<file path="src/rtl/dpd_pkg.sv">
// shared types, constants and helpers for the detection proposal decoder
`timescale 1ns / 1ps

package dpd_pkg;

  localparam int BOX_FIELDS = 5;
  localparam int MAX_CLASSES = 128;
  localparam int ROW_W = 15;
  localparam int CLASS_W = 7;
  localparam int POS_W = 8;
  localparam int THRESH_W = 17;
  localparam int COUNT_W = 8;
  localparam int CFG_DATA_W = 17;
  localparam int CFG_INDEX_W = 1;
  localparam int EDGE_W = 13;

  localparam logic [CFG_INDEX_W-1:0] REG_THRESHOLD = 1'b0;
  localparam logic [CFG_INDEX_W-1:0] REG_CLASS_COUNT = 1'b1;

  localparam logic [THRESH_W-1:0] THRESHOLD_RESET = 17'd32768;
  localparam logic [COUNT_W-1:0] CLASS_COUNT_RESET = 8'd80;

  typedef struct packed {
    logic [ROW_W-1:0]   row_number;
    logic [CLASS_W-1:0] class_index;
    logic [30:0]        objectness;
    logic [30:0]        best_score;
    logic [31:0]        center_x;
    logic [31:0]        center_y;
    logic [31:0]        box_width;
    logic [31:0]        box_height;
    logic               last_proposal;
  } proposal_t;

  function automatic logic signed [EDGE_W-1:0] sat13(input logic signed [17:0] v);
    logic signed [EDGE_W-1:0] r;
    if (v > 18'sd4095) begin
      r = 13'sd4095;
    end else if (v < -18'sd4096) begin
      r = -13'sd4096;
    end else begin
      r = v[EDGE_W-1:0];
    end
    return r;
  endfunction

endpackage

</file>
<file path="src/rtl/detection_proposal_decoder.sv">
// detection proposal decoder top level: row tracking, class argmax and proposal output
`timescale 1ns / 1ps

// Takes one tensor element per cycle, in rows of class_count + 5 elements
// (center x, center y, width, height, objectness, class scores), and issues a
// proposal for each complete row whose objectness exceeds the threshold. The
// input side accepts a transaction every cycle unless a proposal waits in both
// the stage register and the output register with out_ready low. The accepting
// edge of a row's final element registers the row fields and argmax result in
// the stage register; the output register then takes the confidence multiply
// and box corners, raising out_valid, once it is free. A partial row cut short by
// last_of_tensor is dropped. Configuration writes belong in idle periods only.
module detection_proposal_decoder (
  input  logic                                 clk,
  input  logic                                 rst,
  input  logic                                 write_enable,
  input  logic [dpd_pkg::CFG_INDEX_W-1:0]      register_index,
  input  logic [dpd_pkg::CFG_DATA_W-1:0]       write_data,
  input  logic                                 in_valid,
  output logic                                 in_ready,
  input  logic signed [31:0]                   element_value,
  input  logic                                 last_of_tensor,
  output logic                                 out_valid,
  input  logic                                 out_ready,
  output logic [dpd_pkg::ROW_W-1:0]            row_number,
  output logic [dpd_pkg::CLASS_W-1:0]          class_index,
  output logic signed [31:0]                   confidence,
  output logic signed [dpd_pkg::EDGE_W-1:0]    left_edge,
  output logic signed [dpd_pkg::EDGE_W-1:0]    top_edge,
  output logic signed [dpd_pkg::EDGE_W-1:0]    box_width,
  output logic signed [dpd_pkg::EDGE_W-1:0]    box_height,
  output logic                                 last_proposal
);

  logic [dpd_pkg::THRESH_W-1:0] objectness_threshold;
  logic [dpd_pkg::COUNT_W-1:0]  class_count;

  logic [dpd_pkg::POS_W-1:0]    row_position;
  logic [dpd_pkg::ROW_W-1:0]    row_counter;
  logic signed [31:0]           center_x;
  logic signed [31:0]           center_y;
  logic signed [31:0]           width_held;
  logic signed [31:0]           height_held;
  logic signed [31:0]           objectness_held;
  logic signed [31:0]           best_score;
  logic [dpd_pkg::CLASS_W-1:0]  best_class;

  logic                         pipe_valid;
  dpd_pkg::proposal_t           pipe;

  logic                         out_free;
  logic                         in_take;
  logic [dpd_pkg::COUNT_W-1:0]  count_eff;
  logic [dpd_pkg::POS_W-1:0]    end_pos;
  logic                         score_phase;
  logic                         better;
  logic signed [31:0]           best_score_next;
  logic [dpd_pkg::CLASS_W-1:0]  best_class_next;
  logic [dpd_pkg::POS_W-1:0]    class_offset;
  logic                         row_end;
  logic                         emit;

  assign out_free = !out_valid || out_ready;
  assign in_ready = !pipe_valid || out_free;
  assign in_take = in_valid && in_ready;

  always_comb begin
    if (class_count == '0) begin
      count_eff = dpd_pkg::COUNT_W'(1);
    end else if (class_count > dpd_pkg::COUNT_W'(dpd_pkg::MAX_CLASSES)) begin
      count_eff = dpd_pkg::COUNT_W'(dpd_pkg::MAX_CLASSES);
    end else begin
      count_eff = class_count;
    end
    end_pos = count_eff + dpd_pkg::POS_W'(dpd_pkg::BOX_FIELDS - 1);
    score_phase = row_position >= dpd_pkg::POS_W'(dpd_pkg::BOX_FIELDS);
    class_offset = row_position - dpd_pkg::POS_W'(dpd_pkg::BOX_FIELDS);
    better = score_phase && (element_value > best_score);
    best_score_next = better ? element_value : best_score;
    best_class_next = better ? class_offset[dpd_pkg::CLASS_W-1:0] : best_class;
    row_end = row_position >= end_pos;
    emit = row_end &&
           (objectness_held > $signed({15'd0, objectness_threshold}));
  end

  // configuration registers
  always_ff @(posedge clk) begin
    if (rst) begin
      objectness_threshold <= dpd_pkg::THRESHOLD_RESET;
      class_count <= dpd_pkg::CLASS_COUNT_RESET;
    end else if (write_enable) begin
      unique case (register_index)
        dpd_pkg::REG_THRESHOLD: begin
          objectness_threshold <= write_data[dpd_pkg::THRESH_W-1:0];
        end
        dpd_pkg::REG_CLASS_COUNT: begin
          class_count <= write_data[dpd_pkg::COUNT_W-1:0];
        end
        default: begin
        end
      endcase
    end
  end

  // row tracking and argmax
  always_ff @(posedge clk) begin
    if (rst) begin
      row_position <= '0;
      row_counter <= '0;
      center_x <= '0;
      center_y <= '0;
      width_held <= '0;
      height_held <= '0;
      objectness_held <= '0;
      best_score <= '0;
      best_class <= '0;
    end else if (in_take) begin
      if (row_end || last_of_tensor) begin
        row_position <= '0;
        center_x <= '0;
        center_y <= '0;
        width_held <= '0;
        height_held <= '0;
        objectness_held <= '0;
        best_score <= '0;
        best_class <= '0;
        if (last_of_tensor) begin
          row_counter <= '0;
        end else begin
          row_counter <= row_counter + dpd_pkg::ROW_W'(1);
        end
      end else begin
        row_position <= row_position + dpd_pkg::POS_W'(1);
        best_score <= best_score_next;
        best_class <= best_class_next;
        case (row_position)
          8'd0: center_x <= element_value;
          8'd1: center_y <= element_value;
          8'd2: width_held <= element_value;
          8'd3: height_held <= element_value;
          8'd4: objectness_held <= element_value;
          default: begin
          end
        endcase
      end
    end
  end

  // proposal stage register
  always_ff @(posedge clk) begin
    if (rst) begin
      pipe_valid <= 1'b0;
    end else if (in_take) begin
      pipe_valid <= emit;
    end else if (out_free) begin
      pipe_valid <= 1'b0;
    end
  end

  always_ff @(posedge clk) begin
    if (in_take && emit) begin
      pipe.row_number <= row_counter;
      pipe.class_index <= best_class_next;
      pipe.objectness <= objectness_held[30:0];
      pipe.best_score <= best_score_next[30:0];
      pipe.center_x <= center_x;
      pipe.center_y <= center_y;
      pipe.box_width <= width_held;
      pipe.box_height <= height_held;
      pipe.last_proposal <= last_of_tensor;
    end
  end

  // confidence and box corners
  logic [61:0]        product;
  logic signed [31:0] conf_sat;
  logic signed [33:0] left_diff;
  logic signed [33:0] top_diff;
  logic signed [33:0] left_adj;
  logic signed [33:0] top_adj;
  logic signed [31:0] width_adj;
  logic signed [31:0] height_adj;

  always_comb begin
    product = {31'd0, pipe.objectness} * {31'd0, pipe.best_score};
    if (|product[61:47]) begin
      conf_sat = 32'sh7fffffff;
    end else begin
      conf_sat = $signed({1'b0, product[46:16]});
    end
    left_diff = $signed({pipe.center_x[31], pipe.center_x, 1'b0}) -
                $signed({{2{pipe.box_width[31]}}, pipe.box_width});
    top_diff = $signed({pipe.center_y[31], pipe.center_y, 1'b0}) -
               $signed({{2{pipe.box_height[31]}}, pipe.box_height});
    left_adj = left_diff + (left_diff[33] ? 34'sd131071 : 34'sd0);
    top_adj = top_diff + (top_diff[33] ? 34'sd131071 : 34'sd0);
    width_adj = $signed(pipe.box_width) + (pipe.box_width[31] ? 32'sd65535 : 32'sd0);
    height_adj = $signed(pipe.box_height) + (pipe.box_height[31] ? 32'sd65535 : 32'sd0);
  end

  // output register
  always_ff @(posedge clk) begin
    if (rst) begin
      out_valid <= 1'b0;
    end else if (out_free) begin
      out_valid <= pipe_valid;
    end
  end

  always_ff @(posedge clk) begin
    if (out_free && pipe_valid) begin
      row_number <= pipe.row_number;
      class_index <= pipe.class_index;
      confidence <= conf_sat;
      left_edge <= dpd_pkg::sat13({left_adj[33], left_adj[33:17]});
      top_edge <= dpd_pkg::sat13({top_adj[33], top_adj[33:17]});
      box_width <= dpd_pkg::sat13({{2{width_adj[31]}}, width_adj[31:16]});
      box_height <= dpd_pkg::sat13({{2{height_adj[31]}}, height_adj[31:16]});
      last_proposal <= pipe.last_proposal;
    end
  end

endmodule
</file>
<file path="config.mk">
export PLATFORM = sky130hd
export DESIGN_NAME = detection_proposal_decoder
export DESIGN_NICKNAME = d
export VERILOG_FILES = /design/src/rtl/dpd_pkg.sv /design/src/rtl/detection_proposal_decoder.sv
export SDC_FILE = /design/constraint.sdc
export NUM_CORES = 2
export LEC_CHECK = 0
export CORE_MARGIN = 5
export CORE_UTILIZATION = 25
export CTS_BUF_LIST = sky130_fd_sc_hd__clkbuf_16
export CTS_CLUSTER_DIAMETER = 80
export CTS_CLUSTER_SIZE = 12
export DETAILED_ROUTE_END_ITERATION = 6
export DONT_BUFFER_PORTS = 1
export PLACE_DENSITY = 0.34
export SYNTH_ARGS = -nofsm -noshare
export SYNTH_HDL_FRONTEND = slang
export SYNTH_SLANG_ARGS = --single-unit
</file>
<file path="constraint.sdc">
create_clock -name clk -period 35.8 [get_ports clk]
set_clock_uncertainty 0.05 [all_clocks]
set_input_delay 7.16 -clock clk [delete_from_list [all_inputs] [get_ports clk]]
set_output_delay 7.16 -clock clk [all_outputs]
set_load 0.1 [all_outputs]
</file>
==> impl_metrics.toml <==
[sta]
fmax_mhz = 65.4
timing.final.crit_period_ns = 15.29
min_period_over_period = 0.427
hold_viol = 0
relSlewSlack = 0.225
setup_tns_ns = 0
rsz0062_at_grt = "false"
worst_pin_slew_ns = 1.16
hold_slack_ns = 0.371
final_max_slew_viol_count = 0
finalSetupViolCount = 0

[setup_path]
crit_type = "in2out"
cp_slowest_stage_delay_ns = 0.68
worstSetupStartpoint = "out_ready"
worstPathRequired_ns = 28.59
start_kind = "input port"
path_cells = "nor2b_1 -> nand2_1"
reg2reg_from = "pipe[179]$_DFFE_PP_"
critPathCaptureType = "primary output"
cp.depth = 2
path_buf_inv = 0
path_max_fanout = 4
critPathSlowestCell = "nand2_1"
critical-path-top-delay-family = "simple AND/OR/NAND/NOR gates"
r2r_cells = 27
crit_arrival_ns = 8.08

[power_and_ir_drop]
pwr-share-clk = 0.463
power.internal_w = 0.00102
finalPower_w = 0.00134
p_leak_nw = 28.7
switchingPower_w = 0.000316
p_sw_frac = 0.237
power.share.combinational = 0.023
ir_worst_vdd_v = 0.0000365
power_density_mw_per_mm2 = 20.8
p_seq_frac = 0.515

[layout]
stdcell_area_mm2 = 0.0643
nNetsFinal = 7261
register_area_mm2 = 0.0146
fill_cells = 25000
layout-drive-gt1-share = 0.0397
multiInputGateArea_mm2 = 0.0396
areaGrowthSynthToFinish_pct = 9.01

[synth]
ys_seq_area_frac = 0.247
yosysMostFrequentCell = "inv_1"
synth_nets = 7451
synthArstFlopShare = 0
yosys.area_share.simple = 0.156
synth-adder-area-share = 0.378
synth_area_per_cell_um2 = 9.65
ys.flop_type = "edfxtp_1"
synthXorXnorAreaFrac = 0.0241
synth_compound_area_frac = 0.103
yosysWarnings = 0
synth_top_area_share = 0.284
yosys.cell_types.count = 85
synthesis.area_mm2 = 0.0590
synth_edf_count = 319
synthCells = 6115
synth_top_family_by_area = "adder cells"
yosys-top-cells-count = "inv_1, fa_1, nand2_1, and2_1, ha_1"
synthMuxAreaShare = 0.00829
synth-seq-cells = 568
synthTopCellsByArea = "fa_1, edfxtp_1, ha_1"
yosys.area.top_type = "fa_1"

[route]
viasPerCell = 4.61
drt-met1-wl_mm = 99.9
num_vias = 42100
wl_per_cell_um = 22.6
topRoutingLayerUsed = "met5"
drc = 0
dr_wl_met2_mm = 91.7
ant_nets = 0
route.met3.wl_mm = 11.5
wirelength_mm = 206
drtIter0Drc = 2304
first_pass_iters = 5

[die]
initial_core_util = 0.251
core_region_area_mm2 = 0.235
num_rows = 178
die_w_um = 496
design.portCount = 165
die_area_mm2 = 0.246
fp.dieH_um = 496

[cts]
h-tree-depth = 2
clk_path_buf_depth = 3
cts_buffers = 61
root_buffer = "clkbuf_16"
cts_hold_buffers = 0
insertion_delay_ns = 0.72
cts_num_sinks = 568
cts_setup_buffers = 0
cts_resized = 0
cts_tree = "done"
clk_pin_slew_worst_paths_ns = 0.06

[job]
drv_cap = 0

[global_routing]
grt_pass1_wl_mm = 310
grt_usage = 0.169
grt.overflow.total = 0
grt_pass1_vias = 45200
antenna_found_initial = 25
grt_start_max_net_pins = 203

[min_path]
min_path_cells = 0
hold_class = "reg2reg"
hp-start = "pipe[205]$_DFFE_PP_"

[place]
dpl.hpwl_mm = 150
place_area_mm2 = 0.0624
gp_congestion = 0.807
port_buffers = 0

[outcome]
status = "finished clean"
-- path summary, 6_finish.rpt --
| kind | endpoint | slack (ns) |
|---|---|---|
| setup / recovery | in_ready | 20.51 |
| hold reg to reg | row_number[7]$_DFFE_PP_ | 0.37 |
| setup reg to reg | confidence[2]$_SDFFCE_PP1P_ | 26.20 |
| hold / removal | row_number[7]$_DFFE_PP_ | 0.37 |
-- area by class of cell --
type,instances,area share
repair buffers,87,0.0102
clock inverters,49,0.00463
diodes,8,0.000311
well taps,3150,0.0613
flip-flops and latches,568,0.227
multi-input cells,4247,0.616
inverters,960,0.0560
clock buffers,64,0.0249
-- stage by stage --
step           utilization  worst slack (ns)  cells
2_1_floorplan            -              4.47   6115
3_3_place_gp         0.265             20.49   9012
3_5_place_dp         0.265             20.51   9012
4_1_cts              0.274             20.51   9125
5_1_grt              0.274             20.47   9126
6_report             0.274             20.51   9133
-- cell usage in the layout (no fill, tap or decap), types with 23 or more instances in the layout --
cell         n
inv_1      990
nand2_1    648
nand4_1     60
nand3_1     54
and3_1      23
clkbuf_16   64
a22oi_1    166
fa_1       838
nor3_1      39
edfxtp_1   319
buf_4       87
o21ai_0    109
xnor2_1    103
dfxtp_1    249
a21o_1     116
a21oi_1    245
a22o_1      39
and2_1     570
nor2b_1     30
o21ai_1     34
xor2_1      57
o21a_1      24
ha_1       442
nor2_1     279
nor4_1      50
-- sequential cells by signal, summed over array words and instances (netlist names), 15 cells and up --
| signal | count |
|---|---|
| pipe | 213 |
| best_score | 32 |
| row_counter | 15 |
| row_number | 15 |
| height_held | 32 |
| center_x | 32 |
| confidence | 31 |
| objectness_threshold | 17 |
| width_held | 32 |
| center_y | 32 |
| objectness_held | 32 |
-- cell families after synthesis --
family | count (synthesis)
DFF | 568
xor gates and xnor gates | 161
AOI/OAI and AO/OA | 917
other | 1
adders and majority gates | 1280
muxes | 44
buffers and inverters | 1300
and+or+nand+nor | 1844
-- power by group through the flow --
stage | Clock [W] | Sequential [W] | Combinational, W
finish | 0.000619 | 0.000688 | 0.0000302
global route | 0.000669 | 0.000688 | 0.0000341
CTS | 0.000646 | 0.000688 | 0.0000307
detailed placement | 0 | 0.000703 | 0.0000306
global placement | 0 | 0.000703 | 0.0000304
floorplan | 0 | 0.000702 | 0.0000247
-- layer usage --
metal / track usage / vias to the layer above
met4: 0.0280 / 8
met2: 0.265 / 805
met5: 0 / -
met3: 0.0345 / 157
met1: 0.243 / 21700
li1: - / 19400
Power figures use the tool's default switching activity.
